[src/design/nss_ram.sv]
// Generic single-port-write, single-port-read RAM with registered read data.
// No dependencies.
`default_nettype none
module nss_ram #(
  parameter int W = 8,
  parameter int D = 16
) (
  input  wire logic                                clk,
  input  wire logic                                we,
  input  wire logic [((D > 1) ? $clog2(D) : 1)-1:0] waddr,
  input  wire logic [W-1:0]                        wdata,
  input  wire logic [((D > 1) ? $clog2(D) : 1)-1:0] raddr,
  output      logic [W-1:0]                        rdata
);
  logic [W-1:0] mem [D];

  always_ff @(posedge clk) begin
    if (we) begin
      mem[waddr] <= wdata;
    end
    rdata <= mem[raddr];
  end
endmodule
`default_nettype wire

[config.mk]
export PLATFORM = sky130hd
export DESIGN_NAME = nss_ram
export DESIGN_NICKNAME = d
export VERILOG_FILES = /design/src/design/nss_ram.sv
export SDC_FILE = /design/constraint.sdc
export NUM_CORES = 1
export LEC_CHECK = 0
export BUFFER_PORTS_ARGS = -buffer_cell sky130_fd_sc_hd__buf_2
export CELL_PAD_IN_SITES_DETAIL_PLACEMENT = 0
export CELL_PAD_IN_SITES_GLOBAL_PLACEMENT = 2
export CORE_MARGIN = 2
export CORE_UTILIZATION = 43
export DETAILED_ROUTE_END_ITERATION = 16
export PLACE_DENSITY = 0.78
export SETUP_SLACK_MARGIN = 0.5
export SYNTH_ARGS = -nofsm -noshare
export SYNTH_HDL_FRONTEND = slang
export SYNTH_SLANG_ARGS = --single-unit
[constraint.sdc]
create_clock -name clk -period 2.1 [get_ports clk]
set_clock_uncertainty 0.05 [all_clocks]
set_input_delay 0.63 -clock clk [delete_from_list [all_inputs] [get_ports clk]]
set_output_delay 0.63 -clock clk [all_outputs]
set_load 0.01 [all_outputs]
---- Yosys cells after proc, flatten, opt, wreduce, memory -nomap -nowiden ----
Memories as Yosys holds them, arrays and structs flattened. A register that Yosys moved wholly into a read port is not among the register bits.
Index checks and enable logic that the tools add are counted.
cells by class
  muxes and demuxes ....................... 2
operators with widths
  cell              count
  1-bit 2-to-1 mux  2
storage, ports and cells
  bits in registers ....................... 0
  memory bits (writable) .................. 128
  input port bits ......................... 18
  output and inout bits ................... 8
  logic and storage cells ................. 3
  memories ................................ 1
memories
  name  words  width  read ports  clocked after memory_dff  write ports  line  RTL
  mem   16     8      1           1                         1            15    logic [W-1:0] mem [D];

---- Logic depth before layout (Yosys ltp) ----
Gate-level depths: netlist (run 1).
  depth after elaboration ................. 2
  gate-level depth with buffers ........... 5
  mapped depth without buffers ............ 3

---- Worst setup path after synthesis (run 1) ----
OpenSTA, ideal clock, no wires.
  path kind ............................... in2reg
  start ................................... input port waddr[2] in the netlist's numbering
  end ..................................... memory mem[0][0], enable pin
  library setup time ...................... 0.383 ns
  arrival time ............................ 1.740 ns
  data required time ...................... 1.667 ns
  slack ................................... -0.073 ns
  stages .................................. 2
  buffers on the path ..................... 0
  cells stage by stage .................... or3b_2 nor3_1
RTL lines
  element          line  RTL
  start, declared  10    input wire logic [((D > 1) ? $clog2(D) : 1)-1:0] waddr,
  end, declared    15
Straight into the memory's write port.

==> results of run 1 <==
==> area by class of cell <==
class	instances	area share
Timing Repair Buffer	48	0.0634
Clock inverter	9	0.00549
Sequential cell	136	0.651
Multi-Input combinational cell	83	0.178
Clock buffer	23	0.0728
Tap cell	143	0.0291
==> what timing repair did <==
| action | CTS | global route |
|---|---|---|
| gates resized for setup | 2 | 8 |
| hold buffers | 0 | 0 |
| setup buffers | 0 | 1 |
| endpoints found under the setup margin | 2 | 9 |
| gates cloned | 0 | 1 |
==> power groups by stage <==
stage | Sequential, mW | Combinational, mW | Clock [mW]
global placement | 3.11 | 0.303 | 0
floorplan | 3.11 | 0.174 | 0
CTS | 3.06 | 0.310 | 2.48
detailed placement | 3.11 | 0.308 | 0
global route | 3.06 | 0.350 | 2.61
finish | 3.06 | 0.322 | 2.43
==> critical path, delay by kind of cell <==
family | cells | cell delay (ns)
AOI/OAI and AO/OA | 1 | 0.21
buffers and inverters | 2 | 0.35
and+or+nand+nor | 1 | 0.09
muxes | 1 | 0.53
==> Yosys cell counts <==
library cell,n
nand3_1,1
nor3_1,4
and2b_1,1
nand2_1,9
edfxtp_1,128
mux4_1,14
nor2_1,13
nand3b_1,2
clkdlybuf4s25_2,3
nand2b_1,2
dfxtp_1,8
buf_6,3
nor2b_1,1
buf_4,1
buf_2,3
mux4_2,18
a22oi_1,16
and2_1,1
or3b_2,1
==> through the flow <==
step | setup WS (ns) | hold slack [ns]
floorplan | 0.317 | 0.585
global placement | 0.00617 | 0.612
detailed placement | 0.00440 | 0.613
CTS | 0.506 | 0.534
global route | 0.482 | 0.536
finish | 0.522 | 0.549
==> per-layer routing <==
| metal | track usage | vias up |
|---|---|---|
| li1 | - | 1078 |
| met1 | 0.211 | 1253 |
| met4 | 0.0488 | 0 |
| met2 | 0.253 | 70 |
| met5 | 0 | - |
| met3 | 0.0654 | 12 |
==> state kept, by name (all words and copies together), names as in the netlist <==
| signal | cells |
|---|---|
| rdata | 8 |
| mem | 128 |
==> final timing paths <==
check	start	endpoint	depth (start not counted)
setup / recovery	raddr[0]	rdata[3]	5
setup reg to reg	mem[6][3]	rdata[3]	3
hold reg to reg	mem[15][7]	rdata[7]	3
hold / removal	wdata[7]	mem[6][7]	1
==> cell families (layout without fill, tap and decap cells) <==
family | Yosys count | in the layout
flip-flops | 136 | 136
AND/OR/NAND/NOR | 35 | 35
multiplexers | 32 | 32
AO/OA/AOI/OAI | 16 | 16
buffers and inverters | 10 | 80
==> results.ini, run 1 <==
[run_status]
status = finished clean

[sta]
maxSlewViolCount = 0
finalCriticalPeriod_ns = 1.58
setup_viol = 0
maxSlewHeadroom = 0.435
setup_tns_ns = 0
worst_pin_slew_ns = 0.847
fin_crit_sh = 0.751
timing.fmax_ghz = 0.634
hold_violations = 0
rsz0062_at_grt = true

[routing]
vias = 2413
wl_met1_um = 4200
viasPerCell = 5.46
top_layer = met4
drcViolationCount = 0
antenna_left = 0
firstDrtPassIters = 4
dr_wl_met2_um = 4690
wl_met3_um = 548
drt_iter0_markers = 132
wirelength_um = 9560
wl_per_cell_um = 21.6

[global_routing]
grt_pass1_vias = 2558
grt_max_degree = 18
track_usage = 0.162
antenna_found_initial = 0
grt_pass1_wl_um = 14500
grt-ovfl-total = 0

[clock_network]
numClockSinks = 136
clk_root_buffer_cell = clkbuf_16
cts_tree = built
htree_levels = 4
clk_latency_ns = 0.41
cts_buffers = 17
clockBufferDepth = 2
cts.clk_slew.worst_paths_ns = 0.05

[cells_and_area]
nFillCells = 896
fin_cells = 442
final_common_cell = edfxtp_1
fin_util = 0.532
fin_area_um2 = 6160
final_nets = 304
layout_common_cells = 128 x edfxtp_1, 31 x mux4_2, 23 x buf_2, 18 x clkbuf_16, 16 x buf_4
syn_to_final_growth_pct = 19.6
regArea_um2 = 4010
multiInputGateArea_um2 = 1100
antenna_cells = 0
drive_gt1_frac = 0.391

[power_and_ir_drop]
ir_drop_v = 0.000566
powerDensity_nw_per_um2 = 944
power_switching_mw = 1.16
pwr-share-clk = 0.418
fin_total_pwr_mw = 5.81
internal-power_mw = 4.65
p_leak_nw = 2.04
p_sw_frac = 0.199
combPwrFrac = 0.055
seq_power_share = 0.526

[setup_path]
required_ns = 2.34
worstPathMaxFanout = 8
cp_cell_sequence = clkbuf_4 > buf_12 > mux4_2 > a22oi_1 > nand2_1
cp_slowest_stage_delay_ns = 0.53
rrSetupSlack_ns = 0.78
criticalPathCategory = in2reg
cp.arrival_ns = 1.82
slowest_stage = mux4_2
startpoint_type = input pin
end_kind = flop

[synthesis]
synth.area.mux_share = 0.150
netlist_instances = 229
synth-seq-cells = 136
synthTopCellsByArea = edfxtp_1 75%, mux4_2 7.9%, mux4_1 7.1%
synth_area_um2 = 5150
synth_nets = 247
yosys.area_share.simple = 0.0318
yosys_warnings = 0
synth_top_family_by_area = multiplexers
synth_cell_types = 19
synth-compound-area-share = 0.0233
synth_xor_area_frac = 0
synth.top_cell.area_share = 0.747
ys_seq_area_frac = 0.778
synthAdderAreaFrac = 0
synth_area_leader_cell = edfxtp_1
syn_avg_cell_area_um2 = 22.5

[floorplanning]
die_width_um = 113
ios = 26
core_um2 = 11600
start_util = 0.445
num_rows = 39
die_area_um2 = 12900
die_y_um = 113

[placement]
place_area_um2 = 5590
routabilityCongestion = 0.707
port_buffers = 25
place_inst = 408
hpwl_um = 6130

[run]
drv.max_cap_violation_count = 0

[hold_path]
min_path_type = in2reg

Note: power is estimated with default switching activity, not from simulation.
==> run 2: changes to the inputs <==
ABC_AREA = 1   (was default)
CORE_UTILIZATION = 40   (was 43)
PLACE_DENSITY = 0.82   (was 0.78)
clock period = 1.59 ns   (was 2.1 ns; I/O delays follow)
==> results.ini, run 2 <==
[run_status]
status = finished clean

[synthesis]
synth-seq-cells = 136
yosysMostFrequentCell = nand2_1
yosys_warnings = 0
synth_nets = 569
synth_ff_type = edfxtp_1
synth_area_leader_cell = edfxtp_1
ys_top_cells_by_count = 173 x nand2_1, 128 x edfxtp_1, 100 x inv_1, 97 x nand3_1, 17 x nor2_1
synth_area_um2 = 5770
ys_seq_area_frac = 0.694
synth_edf_count = 128
synthTopCellsByArea = edfxtp_1 67%, nand2_1 11%, nand3_1 8.4%
netlist_instances = 551
synth.top_cell.area_share = 0.667
synth-async-reset-ratio = 0
synth_cell_types = 12
syn_avg_cell_area_um2 = 10.5

[global_routing]
track_usage = 0.195
grt-ovfl-total = 0
grt_max_degree = 36
antenna_found_initial = 0
grt_pass1_wl_um = 21200
grt_pass1_vias = 3758

[clock_network]
cts.clk_slew.worst_paths_ns = 0.06
cts_buffers = 17
numClockSinks = 136
htree_levels = 4
clockBufferDepth = 2
cts_tree = built
clk_root_buffer_cell = clkbuf_16
clk_latency_ns = 0.42

[sta]
rsz0062_at_grt = true
maxSlewViolCount = 0
maxSlewHeadroom = 0.752
hold_violations = 0
setup_viol = 0
worst_pin_slew_ns = 0.372
finalCriticalPeriod_ns = 1.41
timing.fmax_ghz = 0.707
fin_crit_sh = 0.889

[cells_and_area]
layout_common_cells = 156 x nand2_1, 128 x edfxtp_1, 97 x inv_1, 93 x nand3_1, 19 x clkbuf_16
fin_area_um2 = 7390
largest_reg_flops = 128
antenna_cells = 0
regMostFlops = mem
reg_top3 = mem x128, rdata x8
syn_to_final_growth_pct = 28.1
fin_cells = 795
final_common_cell = nand2_1
fin_util = 0.528
final_nets = 621
drive_gt1_frac = 0.216

[hold_path]
min_path_type = in2reg
hold_depth = 1

[setup_path]
slowest_stage = dfxtp_4
cp_cell_sequence = buf_6
path_buf_inv = 1
worstPathMaxFanout = 1
end_kind = primary output
startpoint_type = flop
cp_slowest_stage_delay_ns = 0.35
cp.arrival_ns = 0.89
cp_top_family = flip-flops
required_ns = 1.06
crit_cells = 1
criticalPathCategory = reg2out
rr_worst_depth = 6

[routing]
vias = 3811
firstDrtPassIters = 4
wl_met3_um = 654
dr_wl_met2_um = 6890
wl_met1_um = 6120
drt_iter0_markers = 299
wl_per_cell_um = 17.5
wirelength_um = 13900
antenna_left = 0
viasPerCell = 4.79
top_layer = met4
drcViolationCount = 0

[power_and_ir_drop]
ir_drop_v = 0.000798
p_sw_frac = 0.205
internal-power_mw = 7.02
fin_total_pwr_mw = 8.84
power_switching_mw = 1.82
combPwrFrac = 0.073
pwr-share-clk = 0.470
powerDensity_nw_per_um2 = 1200
seq_power_share = 0.457
p_leak_nw = 3.13

[floorplanning]
num_rows = 43
die_y_um = 124
ios = 26
core_um2 = 14000
die_width_um = 124
start_util = 0.412
die_area_um2 = 15400

[run]
drv.max_cap_violation_count = 0

[placement]
routabilityCongestion = 0.792
place_area_um2 = 6510
hpwl_um = 8620
place_inst = 758
port_buffers = 25

## run 2: cell count changes after synthesis, sizes merged
cell           before  now
buf                 7   24
and2b               1    0
or3b                1    0
nand3               1   97
inv                 0  102
nor2b               1    0
a22oi              16    0
nand2               9  173
mux4               32    0
clkdlybuf4s25       3    0
nor3                4    0
nand2b              2    0
and2                1    0
nor2               13   17
## run 2: through the flow
step / setup slack (ns) / hold slack [ns] / setup TNS (ns)
2_1_floorplan: 0.189 / 0.526 / 0
3_3_place_gp: -0.0230 / 0.604 / -1.01
3_5_place_dp: -0.0412 / 0.608 / -1.39
4_1_cts: 0.158 / 0.420 / 0
5_1_grt: 0.159 / 0.428 / 0
6_report: 0.176 / 0.419 / 0
## run 2: cells by family after synthesis
family                 count (synthesis)  share of synthesized area
buffers and inverters                126                     0.0952
flip-flops                           136                      0.694
AND/OR/NAND/NOR                      289                      0.210
## run 2: area by class of cell
cell class | instances | area (um2)
Fill cell | 1261 | 6600
Sequential cell | 136 | 4010
Multi-Input combinational cell | 289 | 1390
Timing Repair Buffer | 57 | 724
Clock buffer | 22 | 484
Inverter | 102 | 405
Tap cell | 180 | 225
Clock inverter | 9 | 145
## run 2: final timing paths
kind                            startpoint         end  slack, ns
worst max-delay path              rdata[2]    rdata[2]       0.18
worst min register to register  mem[12][2]    rdata[2]       0.61
worst min-delay path              wdata[2]  mem[13][2]       0.42
worst max register to register  mem[13][7]    rdata[7]       0.58
## run 2: worst register-to-register path, cell delays in order, from the launching register on
cell      delay [ns]
edfxtp_1        0.36
inv_1           0.06
nand2_1         0.04
nand3_1         0.09
nand3_1         0.10
nand3_1         0.12
nand2_1         0.08
## run 2: power by group through the flow
stage	clock network, mW	registers, mW	logic, mW
after global placement	0	4.11	0.574
after global routing	4.35	4.05	0.709
after floorplan	0	4.11	0.340
after detailed placement	0	4.11	0.579
after CTS	4.20	4.04	0.622
final	4.15	4.04	0.647
## run 2: routing by layer
| layer | global-route usage | vias up |
|---|---|---|
| met1 | 0.253 | 1826 |
| met2 | 0.327 | 81 |
| met4 | 0.0716 | 0 |
| met3 | 0.0371 | 20 |
| met5 | 0 | - |
| li1 | - | 1884 |
## run 2: timing repair
action / CTS / global route
buffers inserted: 2 / 1
setup endpoints to repair: 88 / 88
pin swaps: 2 / 5
resized for setup: 27 / 11
hold buffers: 0 / 0
gates cloned: 1 / 2
hold endpoints to repair: 0 / 0
