$ cat src/design/nss_div.sv
// Restoring divider, one quotient bit per cycle, shared by the summary.
// No dependencies.
`default_nettype none
module nss_div #(
  parameter int DW = 20,
  parameter int VW = 12
) (
  input  wire logic          clk,
  input  wire logic          rst_n,
  input  wire logic          start,
  input  wire logic [DW-1:0] dividend,
  input  wire logic [VW-1:0] divisor,
  output      logic          done,
  output      logic [DW-1:0] quotient
);
  localparam int CNTW = $clog2(DW + 1);

  logic [CNTW-1:0] cnt_r;
  logic [VW-1:0]   rem_r;
  logic [VW-1:0]   dvs_r;
  logic [VW:0]     trial;

  assign trial = {rem_r, quotient[DW-1]};

  always_ff @(posedge clk) begin
    if (!rst_n) begin
      cnt_r <= '0;
      done  <= 1'b0;
    end else begin
      done <= 1'b0;
      if (start) begin
        cnt_r    <= CNTW'(DW);
        rem_r    <= '0;
        dvs_r    <= divisor;
        quotient <= dividend;
      end else if (cnt_r != '0) begin
        // shift in one dividend bit and try to subtract
        if (trial >= {1'b0, dvs_r}) begin
          rem_r    <= VW'(trial - {1'b0, dvs_r});
          quotient <= {quotient[DW-2:0], 1'b1};
        end else begin
          rem_r    <= trial[VW-1:0];
          quotient <= {quotient[DW-2:0], 1'b0};
        end
        cnt_r <= cnt_r - 1'b1;
        if (cnt_r == CNTW'(1)) begin
          done <= 1'b1;
        end
      end
    end
  end
endmodule
`default_nettype wire

$ cat config.mk
export PLATFORM = sky130hd
export DESIGN_NAME = nss_div
export DESIGN_NICKNAME = d
export VERILOG_FILES = /design/src/design/nss_div.sv
export SDC_FILE = /design/constraint.sdc
export NUM_CORES = 1
export LEC_CHECK = 0
export BUFFER_PORTS_ARGS = -buffer_cell sky130_fd_sc_hd__buf_2
export CELL_PAD_IN_SITES_DETAIL_PLACEMENT = 0
export CELL_PAD_IN_SITES_GLOBAL_PLACEMENT = 2
export CORE_MARGIN = 8
export CORE_UTILIZATION = 36
export DETAILED_ROUTE_END_ITERATION = 12
export GPL_TIMING_DRIVEN = 0
export PLACE_DENSITY = 0.87
export SETUP_SLACK_MARGIN = 0.5
export SYNTH_ARGS = -nofsm -noshare
export SYNTH_HDL_FRONTEND = slang
export SYNTH_SLANG_ARGS = --single-unit
$ cat constraint.sdc
create_clock -name clk -period 3.2 [get_ports clk]
set_input_delay 0.48 -clock clk [delete_from_list [all_inputs] [get_ports clk]]
set_output_delay 0.48 -clock clk [all_outputs]
set_load 0.02 [all_outputs]
=== Yosys cells after proc, flatten, opt, wreduce, memory -nomap -nowiden ===
Index checks and enable logic that the tools add are counted.
Widths: inputs -> output; s select.

* Divide/modulo/power cells: 0
* Magnitude comparators: 1
* $mul: 0
* Mux-type cells: 8
* Eq/ne operators: 1
* Reductions and logical operators: 6
* Add/sub/neg operators: 2
* Shift-type cells: 0
* Bitwise logic cells: 2

{| class="wikitable"
|+ Operator list
! kind !! number
|-
| $mux 20 || 2
|-
| $mux 12 || 2
|-
| $ge 13x12->1 || 1
|-
| $sub 12x12->12 || 1
|-
| $mux 5 || 2
|-
| $eq 5x1->1 const B || 1
|-
| $reduce_bool 5->1 || 1
|-
| $sub 5x1->5 const B || 1
|-
| $reduce_and 2->1 || 2
|-
| $reduce_or 3->1 || 1
|-
| $mux 1 || 2
|-
| $not 1->1 || 2
|-
| $reduce_bool 2->1 || 1
|-
| $reduce_or 2->1 || 1
|}

* Bits of input ports: 35
* Memories: 0
* Latch bits: 0
* RAM bits: 0
* ROM bits: 0
* Output and inout bits: 21
* Register bits after elaboration: 50
* Word-level logic and storage cells: 26

=== Longest topological paths before layout ===
Gate-level depths: netlist (run 1).

* Depth in word-level cells: 4
* Depth in mapped cells: 9
* Mapped depth without buffers: 9

=== Worst setup path after synthesis (run 1) ===
No wires, ideal clock.

* Path type: input to register
* Start: input start
* End: register quotient[0], enable pin
* Required time: 2.809 ns
* Arrival: 1.949 ns
* Stages on the path: 3
* Path slack: 0.860 ns
* Library setup time: 0.391 ns
* Path buffers: 2
* Cells stage by stage: clkbuf_1 > clkbuf_1 > o21a_1

* Longest elaborated chain between the ends: 2

{| class="wikitable"
|+ RTL lines
! what !! line !! RTL
|-
| from (decl) || 10 || <nowiki>input wire logic start,</nowiki>
|-
| $reduce_bool 2->1 (no line) || - ||
|-
| $reduce_and 2->1 (no line) || - ||
|-
| to (signal assigned) || 35 || <nowiki>quotient <= dividend;</nowiki>
|-
| to (signal assigned) || 40 || <nowiki>quotient <= {quotient[DW-2:0], 1'b1};</nowiki>
|-
| to (signal assigned) || 43 || <nowiki>quotient <= {quotient[DW-2:0], 1'b0};</nowiki>
|-
| to (decl) || 14 || <nowiki>output logic [DW-1:0] quotient</nowiki>
|}

No other way between the ends.
A chain may end at the register's enable or synchronous reset.

=== Final worst setup path (run 1) ===
* Start: register rem_r[0]
* End: register quotient[0], data pin

* Longest elaborated chain between the ends: 4

{| class="wikitable"
|+ RTL lines
! what !! line !! RTL
|-
| from (decl) || 19 || <nowiki>logic [VW-1:0] rem_r;</nowiki>
|-
| from (signal assigned) || 39 || <nowiki>rem_r <= VW'(trial - {1'b0, dvs_r});</nowiki>
|-
| from (signal assigned) || 42 || <nowiki>rem_r <= trial[VW-1:0];</nowiki>
|-
| $ge 13x12->1 || 38 || <nowiki>if (trial >= {1'b0, dvs_r}) begin</nowiki>
|-
| $mux 1 || 38 ||
|-
| $mux 20 || 36 || <nowiki>end else if (cnt_r != '0) begin</nowiki>
|-
| $mux 20 || 31 || <nowiki>if (start) begin</nowiki>
|}

No other way between the ends. The select of a mux whose other input is x is not followed.

==> flow_metrics.py, run 1 <==
metrics = {
    "run_status": {
        "status": "complete, no violations",
    },
    "power_and_ir_drop": {
        "p_switching_mw": 0.570,
        "p_int_mw": 1.28,
        "max-vdd-ir-drop_v": 0.000320,
        "power.density_nw_per_um2": 569,
        "p_seq_share_pct": 45.4,
        "p_comb_share_pct": 30.9,
        "p_leak_nw": 1.32,
        "p_clk_share_pct": 23.7,
        "power.share.switching_pct": 30.8,
    },
    "final_layout": {
        "drive_gt1_share_pct": 33.3,
        "design_area_um2": 3250,
        "syn2layout_area_growth_pct": 18.6,
        "fillers": 713,
        "regArea_um2": 1440,
        "antennaDiodeCount": 0,
        "multi_input_area_um2": 1200,
        "nets": 334,
        "finalNonFillerCells": 387,
    },
    "yosys": {
        "synth.most_common_cell": "edfxtp_1",
        "synth.distinct_cells": 48,
        "synth_ff_type": "edfxtp_1",
        "synth_edf_count": 44,
        "synthCells": 223,
        "yosys_warnings": 0,
        "syn-cell-area_um2": 2740,
        "syn_avg_cell_area_um2": 12.3,
        "synthTopCellsByCount": "edfxtp_1, inv_1, mux2_2",
        "synthTopCellsByArea": "edfxtp_1, ha_1, mux2_2",
        "yosysSeqAreaShare_pct": 52.5,
        "ys_ff_latch": 50,
        "yosys.area.top_type": "edfxtp_1",
        "ys_async_sr_fraction_pct": 0,
        "syn-num-nets": 273,
        "netlist.area_leader.share_pct": 48.2,
    },
    "detailed_routing": {
        "totalWireLength_mm": 5.74,
        "drt-initial-drc-count": 78,
        "vias": 1913,
        "drc": 0,
        "wl_per_cell_um": 14.8,
        "viasPerCell": 4.94,
        "dr.pass1.iters": 4,
        "postRouteAntennaNets": 0,
    },
    "clock_network": {
        "worstSkewPairLatency_ns": 0.30,
        "cts_setup_buffers": 0,
        "cts_buffer_depth": 2,
        "post_cts_resize_count": 0,
        "cts_root_buffer": "clkbuf_8",
        "cts_buffers": 5,
        "path_clk_slew_ns": 0.10,
        "hold_buffers": 0,
        "cts.sinks": 50,
        "cts_tree": "done",
        "htree_levels": 2,
    },
    "hold_path": {
        "worstHoldStart": "divisor[6]",
        "whs_endpoint": "dvs_r[6]",
        "hold_path_depth": 1,
        "hp-class": "input port to flop",
    },
    "die": {
        "io_pins": 56,
        "fp.dieW_um": 103,
        "die_area_um2": 10700,
        "core_um2": 7570,
        "fp.dieH_um": 103,
        "rows": 32,
        "initial_utilization_pct": 36.3,
    },
    "timing": {
        "fin_crit_ns": 2.41,
        "final.setup_skew_ns": 0.0124,
        "worst_slew_pin_slew_ns": 0.768,
        "rsz0062_at_grt": "no",
        "fmax_mhz": 415,
        "slew_viol_final": 0,
        "fin_crit_sh_pct": 75.4,
        "finalSetupViolCount": 0,
        "fin_tns_setup_ns": 0,
        "holdWs_ns": 0.344,
        "report.final.hold_viol_count": 0,
        "relSlewSlack_pct": 48.8,
    },
    "critical_path": {
        "crit_path_cell_trace": "ha_1 > nor2b_2 > o2111ai_2 > a31oi_4 > o2111ai_2 > buf_6 > nand2_4 > mux2_2",
        "r2r-end": "quotient[0]",
        "crit_type": "flop to flop",
        "critical_path.max_stage_delay_ns": 0.43,
        "reg2reg_slack_ns": 0.79,
        "rr_startpoint": "rem_r[0]",
        "end_kind": "flop",
        "critPathMaxFanout": 10,
        "crit_arrival_ns": 2.48,
        "r2r_cells": 8,
        "cp_common_cell": "o2111ai_2",
        "required_ns": 3.27,
        "slowest_stage": "edfxtp_1",
        "start_kind": "flop",
    },
    "global_route": {
        "grt_max_degree": 33,
        "grt_use_total_pct": 11.5,
        "grt_pass1_wl_mm": 9.56,
        "grt_pass1_vias": 2010,
        "antenna_found_initial": 0,
        "grt_overflow": 0,
    },
    "job": {
        "max-cap-violations": 0,
    },
    "place": {
        "gp_congestion": 0.768,
        "hpwlAfterDp_mm": 4.39,
        "dp_cells": 379,
        "place_area_um2": 3140,
        "port_buffers": 54,
    },
}
-- routing by layer --
metal | up-vias | track usage (%) | share of wire, %
met2 | 55 | 18.6 | 47
met1 | 892 | 14.2 | 45
met4 | 0 | 3.00 | 0.99
met5 | - | 0 | 0
met3 | 6 | 4.08 | 7.4
li1 | 960 | - | -
-- worst max-delay path: cells and delay by family (launching register included) --
| family | cells | cell delay [ns] |
|---|---|---|
| AOI/OAI and AO/OA | 3 | 0.71 |
| DFF | 1 | 0.43 |
| adders and majority gates | 1 | 0.32 |
| buffers and inverters | 1 | 0.19 |
| muxes | 1 | 0.26 |
| and+or+nand+nor | 2 | 0.25 |
-- power by group through the flow --
stage | combinational (mW) | clock (mW) | sequential (mW)
global placement | 0.573 | 0 | 0.856
detailed placement | 0.575 | 0 | 0.857
CTS | 0.579 | 0.449 | 0.843
floorplan | 0.410 | 0 | 0.878
global route | 0.640 | 0.471 | 0.851
finish | 0.573 | 0.438 | 0.841
-- stage by stage --
step,power [mW],utilization (%),setup slack [ns]
2_1_floorplan,1.29,-,0.860
3_3_place_gp,1.43,41.5,0.235
3_5_place_dp,1.43,41.5,0.236
4_1_cts,1.87,43.0,0.549
5_1_grt,1.96,43.0,0.624
6_report,1.85,43.0,0.788
-- state kept, by name, summed over array words and instances, names as in the netlist --
register	flops
done	1
rem_r	12
dvs_r	12
cnt_r	5
quotient	20
-- worst max-delay path by stage --
stage                         from          end  slack [ns]  depth (start not counted)
after detailed placement     start     rem_r[1]        0.24                          3
after global placement       start     rem_r[5]        0.24                          3
after floorplan              start  quotient[0]        0.86                          3
after CTS                    start  quotient[2]        0.55                          3
after global routing      rem_r[5]  quotient[0]        0.62                          8
final                     rem_r[0]  quotient[0]        0.79                          8
-- final cells by class --
type,count,area share [%]
Sequential cell,50,44.3
Multi-Input combinational cell,150,36.8
Timing Repair Buffer,54,8.31
Tap cell,102,3.92
Clock buffer,6,2.23
Inverter,15,1.73
Buffer,8,1.50
Clock inverter,2,1.15
-- cells in the final DEF, fill, tap and decap left out, types with 3 or more instances in the layout --
cell	instances
o21ai_1	6
mux2_2	15
inv_1	15
xnor2_1	4
dfxtp_1	6
mux2_1	5
a21oi_1	12
and3_1	3
buf_2	54
a211o_1	3
a211oi_2	4
nand2_1	6
nand2b_1	3
nand3_1	13
clkbuf_8	5
clkbuf_1	5
nor3_1	8
edfxtp_1	44
o21a_1	4
ha_1	14
xor2_1	5
nor2_1	10
-- cell families (layout without fill, tap and decap cells) --
family	Yosys count	count (layout)	synth area share (%)
multiplexers	21	21	8.57
adder cells (fa/ha/maj)	15	15	7.11
AO/OA/AOI/OAI	50	50	14.3
flip-flops	50	50	52.5
buffers and inverters	23	85	3.83
XOR/XNOR	9	9	2.87
AND/OR/NAND/NOR	55	55	10.8
Power figures use the tool's default switching activity.
==> inputs of run 2 (changes only) <==
==> constraint.sdc (replaced) <==
create_clock -name clk -period 2.3 [get_ports clk]
set_input_delay 0.345 -clock clk [delete_from_list [all_inputs] [get_ports clk]]
set_output_delay 0.345 -clock clk [all_outputs]
set_load 0.02 [all_outputs]
==> run 2 against run 1 <==
The run now ends with negative setup slack left. Hold slack worse by 0.14 ns. Die area unchanged. Global-route usage up 1.2 points. Register-to-register slack worse by 0.79 ns. Largest cell class unchanged. Highest routed layer unchanged.
==> flow_metrics.py, run 2 (synthesis results as in run 1) <==
metrics = {
    "run_status": {
        "status": "finished with violations",
        "violations": "negative setup slack",
    },
    "global_route": {
        "grt_use_total_pct": 12.7,
        "grt_pass1_wl_mm": 10.5,
        "grt_max_degree": 33,
        "grt_pass1_vias": 2152,
        "grt_overflow": 0,
        "antenna_found_initial": 0,
    },
    "die": {
        "io_pins": 56,
        "core_um2": 7570,
        "rows": 32,
        "fp.dieW_um": 103,
        "initial_utilization_pct": 36.3,
        "die_area_um2": 10700,
        "fp.dieH_um": 103,
    },
    "final_layout": {
        "largest_reg_flops": 20,
        "final_common_cell": "buf_2",
        "design_area_um2": 3580,
        "drive_gt1_share_pct": 45.9,
        "largest_register": "quotient",
        "antennaDiodeCount": 0,
        "most-common-layout-cells": "buf_2, edfxtp_1, buf_4, mux2_2, inv_1",
        "finalNonFillerCells": 405,
        "top_regs": "quotient: 20 flops, dvs_r: 12 flops, rem_r: 12 flops",
        "nets": 352,
        "syn2layout_area_growth_pct": 30.5,
    },
    "place": {
        "place_area_um2": 3210,
        "dp_cells": 379,
        "gp_congestion": 0.777,
        "hpwlAfterDp_mm": 4.27,
        "port_buffers": 54,
    },
    "clock_network": {
        "path_clk_slew_ns": 0.10,
        "htree_levels": 2,
        "cts_root_buffer": "clkbuf_8",
        "worstSkewPairLatency_ns": 0.31,
        "cts_buffer_depth": 2,
        "cts.sinks": 50,
        "cts_tree": "done",
        "cts_buffers": 5,
        "hold_buffers": 0,
    },
    "timing": {
        "report.final.hold_viol_count": 0,
        "fin_tns_setup_ns": -0.00630,
        "finalSetupViolCount": 1,
        "setup_slack_ns": -0.00630,
        "slew_viol_final": 0,
        "fmax_mhz": 434,
        "fin_crit_sh_pct": 100,
        "relSlewSlack_pct": 49.9,
        "rsz0062_at_grt": "yes",
        "worst_slew_pin_slew_ns": 0.752,
        "holdWs_ns": 0.199,
        "fin_crit_ns": 2.31,
        "final.setup_skew_ns": 0.00862,
    },
    "detailed_routing": {
        "drc": 0,
        "vias": 2044,
        "drt-initial-drc-count": 112,
        "dr.pass1.iters": 4,
        "totalWireLength_mm": 6.48,
        "wl_per_cell_um": 16.0,
        "postRouteAntennaNets": 0,
        "viasPerCell": 5.05,
    },
    "power_and_ir_drop": {
        "power.density_nw_per_um2": 789,
        "p_total_mw": 2.82,
        "p_leak_nw": 1.41,
        "max-vdd-ir-drop_v": 0.000399,
    },
    "critical_path": {
        "end_kind": "flop",
        "required_ns": 2.37,
        "start_kind": "flop",
        "critPathMaxFanout": 4,
        "crit_arrival_ns": 2.37,
        "crit_type": "flop to flop",
    },
    "job": {
        "max-cap-violations": 0,
    },
    "hold_path": {
        "hp-class": "input port to flop",
    },
}
## run 2: cell types whose count changed in the layout (fill, tap and decap cells not counted), sizes merged
cell / change
buf: +16
o2111a: +1
o21a: +1
## run 2: layout make-up
type | instances | area [um2]
clock buffer | 6 | 72.6
tap | 102 | 128
fill | 709 | 3990
timing repair buffer | 70 | 394
inverter | 15 | 56.3
clock inverter | 2 | 37.5
multi-input combinational | 152 | 1400
sequential | 50 | 1440
buffer | 8 | 51.3
## run 2: path summary, 6_finish.rpt
check,depth (start not counted),endpoint,startpoint,slack (ns)
worst min register to register,2,cnt_r[1],cnt_r[1],0.53
worst max register to register,8,quotient[0],rem_r[5],-0.006
worst max-delay path,8,quotient[0],rem_r[5],-0.006
worst min-delay path,1,dvs_r[4],divisor[4],0.20
## run 2: what timing repair did
item,in CTS,in global routing
gates resized for setup,13,13
setup buffers,14,2
cloned,1,1
pin swaps,8,7
setup endpoints to repair,57,45
## run 2: metrics by stage
stage               setup WS (ns)  util (%)
floorplan                   0.146         -
global placement           -0.108      42.4
detailed placement         -0.131      42.4
CTS                        0.0578      46.1
global route               -0.120      47.3
finish                   -0.00630      47.3
## run 2: routing by layer
| layer | wire length [um] | global-route usage, % | part of all wire, % |
|---|---|---|---|
| met5 | 0 | 0 | 0 |
| met4 | 77 | 3.45 | 1.2 |
| met3 | 390 | 4.55 | 6.0 |
| met2 | 2990 | 20.0 | 46 |
| met1 | 3020 | 16.1 | 47 |
## run 2: critical path, cell delays in order, from the launching register on
cell       delay [ns]
edfxtp_1         0.44
ha_4             0.25
a211o_1          0.29
a21oi_2          0.21
o31ai_4          0.11
o2111ai_2        0.27
buf_6            0.17
nand2_4          0.06
mux2_2           0.25
## run 2: where the power goes
part | switching [mW] | total, mW | internal, mW
Sequential | 0.0593 | 1.18 | 1.12
Clock | 0.313 | 0.638 | 0.325
Combinational | 0.544 | 1.01 | 0.467
==> inputs of run 3 (changes only) <==
--- a/config.mk
+++ b/config.mk
@@ -8,10 +8,12 @@
 export BUFFER_PORTS_ARGS = -buffer_cell sky130_fd_sc_hd__buf_2
 export CELL_PAD_IN_SITES_DETAIL_PLACEMENT = 0
 export CELL_PAD_IN_SITES_GLOBAL_PLACEMENT = 2
+export CORE_ASPECT_RATIO = 0.6
 export CORE_MARGIN = 8
 export CORE_UTILIZATION = 36
 export DETAILED_ROUTE_END_ITERATION = 12
 export GPL_TIMING_DRIVEN = 0
+export MAX_ROUTING_LAYER = met4
 export PLACE_DENSITY = 0.87
 export SETUP_SLACK_MARGIN = 0.5
 export SYNTH_ARGS = -nofsm -noshare
==> run 3 against run 2 <==
The flow still finishes with violations (negative setup slack). Register-to-register slack about the same. Combinational power grew 9.9%. Hold slack better by 0.025 ns. Die area increased by 0.86%. Clock power up 32%. Sequential share of layout area down 1.9 points. Non-clock buffer count is 7 higher. Flip-flop and latch count stayed put. Total power is 11% higher.
==> flow_metrics.py, run 3 (synthesis results as in run 1) <==
metrics = {
    "run_status": {
        "status": "finished with violations",
        "violations": "negative setup slack",
    },
    "critical_path": {
        "slowest_stage": "edfxtp_1",
        "critPathMaxFanout": 6,
        "required_ns": 2.34,
        "end_kind": "flop",
        "crit_path_cell_trace": "ha_4 > a211o_1 > a21oi_2 > o31ai_4 > o2111ai_2 > buf_6 > nand2_8 > mux2_2",
        "crit_type": "flop to flop",
        "reg2reg_slack_ns": -0.008,
        "r2r-end": "quotient[0]",
        "critical_path.max_stage_delay_ns": 0.44,
        "r2r_cells": 8,
        "crit_arrival_ns": 2.35,
        "rr_startpoint": "rem_r[4]",
        "start_kind": "flop",
    },
    "final_layout": {
        "nets": 358,
        "top_regs": "quotient: 20 flops, dvs_r: 12 flops, rem_r: 12 flops",
        "final_common_cell": "buf_2",
        "syn2layout_area_growth_pct": 37.1,
        "largest_reg_flops": 20,
        "drive_gt1_share_pct": 48.9,
        "most-common-layout-cells": "buf_2, edfxtp_1, buf_4, mux2_2",
        "final_util_pct": 51.3,
        "antennaDiodeCount": 0,
        "regArea_um2": 1440,
        "largest_register": "quotient",
        "multi_input_area_um2": 1440,
        "fillers": 674,
    },
    "global_route": {
        "grt_use_total_pct": 13.4,
        "grt_pass1_vias": 2084,
        "grt_pass1_wl_mm": 11.1,
        "grt_max_degree": 33,
        "grt_overflow": 0,
        "antenna_found_initial": 0,
    },
    "timing": {
        "fin_tns_setup_ns": -0.00955,
        "fin_crit_ns": 2.31,
        "holdWs_ns": 0.223,
        "relSlewSlack_pct": 47.0,
        "slew_viol_final": 0,
        "fin_crit_sh_pct": 100,
        "worst_slew_pin_slew_ns": 0.795,
        "final.setup_skew_ns": 0.00510,
        "report.final.hold_viol_count": 0,
        "fmax_mhz": 433,
        "setup_slack_ns": -0.00831,
        "rsz0062_at_grt": "yes",
        "finalSetupViolCount": 2,
    },
    "die": {
        "fp.dieH_um": 83.6,
        "initial_utilization_pct": 37.4,
        "rows": 24,
        "fp.dieW_um": 129,
        "core_um2": 7330,
        "die_area_um2": 10800,
        "io_pins": 56,
    },
    "clock_network": {
        "worstSkewPairLatency_ns": 0.29,
        "cts_root_buffer": "clkbuf_16",
        "cts_buffer_depth": 2,
        "cts_tree": "done",
        "hold_buffers": 0,
        "htree_levels": 2,
        "cts_buffers": 5,
        "cts.sinks": 50,
        "path_clk_slew_ns": 0.07,
    },
    "place": {
        "place_ws_ns": -0.142,
        "hpwlAfterDp_mm": 4.54,
        "gp_congestion": 0.823,
        "port_buffers": 54,
    },
    "hold_path": {
        "hp-class": "input port to flop",
        "whs_endpoint": "dvs_r[0]",
        "hold_path_depth": 1,
        "worstHoldStart": "divisor[0]",
    },
    "power_and_ir_drop": {
        "p_leak_nw": 1.49,
        "p_total_mw": 3.13,
        "power.density_nw_per_um2": 832,
        "max-vdd-ir-drop_v": 0.000397,
    },
    "detailed_routing": {
        "drt-initial-drc-count": 204,
        "dr.pass1.iters": 4,
        "viasPerCell": 5.01,
        "drc": 0,
        "totalWireLength_mm": 6.88,
        "vias": 2068,
        "postRouteAntennaNets": 0,
        "wl_per_cell_um": 16.7,
    },
    "job": {
        "max-cap-violations": 0,
    },
}
==> run 3: changes by cell type in the layout (fill, tap and decap cells not counted), moves of 3 or more <==
cell / before / now
clkbuf_16: 0 / 5
o21ai_2: 2 / 5
clkbuf_8: 5 / 0
buf_6: 3 / 7
nor3_4: 0 / 3
nor3_2: 3 / 0
o21ai_1: 4 / 1
==> run 3: worst max-delay path by stage <==
stage          depth (start not counted)  slack, ns           to      from
2_1_floorplan                          8       0.15  quotient[0]  rem_r[5]
3_3_place_gp                           3      -0.15     dvs_r[7]     start
3_5_place_dp                           3      -0.14     dvs_r[7]     start
4_1_cts                                9       0.04     rem_r[6]  rem_r[0]
5_1_grt                               10      -0.07     rem_r[6]  dvs_r[6]
6_report                               8     -0.008  quotient[0]  rem_r[4]
==> run 3: layer usage <==
| layer | wire [um] | track usage [%] | vias up | part of all wire, % |
|---|---|---|---|---|
| li1 | - | - | 1012 | - |
| met1 | 3800 | 20.0 | 993 | 55 |
| met2 | 2630 | 16.8 | 54 | 38 |
| met3 | 395 | 4.21 | 9 | 5.7 |
| met4 | 53 | 2.55 | 0 | 0.77 |
| met5 | 0 | - | - | 0 |
==> run 3: repair_timing <==
item,4_1_cts,5_1_grt
endpoints found under the setup margin,57,45
resized for setup,24,15
gates cloned,0,1
setup buffers,17,6
pin swaps,15,14
==> run 3: worst max-delay path: cells and delay by family (launching register included) <==
kind	cells	cell delay [ns]
multiplexers	1	0.25
flip-flops	1	0.44
AO/OA/AOI/OAI	4	0.91
adder cells (fa/ha/maj)	1	0.20
AND/OR/NAND/NOR	1	0.06
buffers and inverters	1	0.19
==> run 3: area by class of cell <==
class / instances / share of cell area (%)
Sequential cell: 50 / 38.3
Clock buffer: 6 / 3.43
Buffer: 8 / 1.46
Clock inverter: 2 / 0.998
Timing Repair Buffer: 77 / 12.5
Tap cell: 104 / 3.46
Multi-Input combinational cell: 151 / 38.3
Inverter: 15 / 1.50
==> run 3: metrics by stage <==
step	cells	instance area, um2
floorplan	223	2810
global placement	381	3210
detailed placement	381	3210
CTS	406	3640
global route	413	3760
finish	413	3760
==> run 3: power breakdown <==
part | leakage (nW) | internal (mW) | switching, mW
sequential | 0.476 | 1.12 | 0.0601
combinational | 0.939 | 0.519 | 0.588
clock | 0.0771 | 0.514 | 0.330
total | 1.49 | 2.15 | 0.978
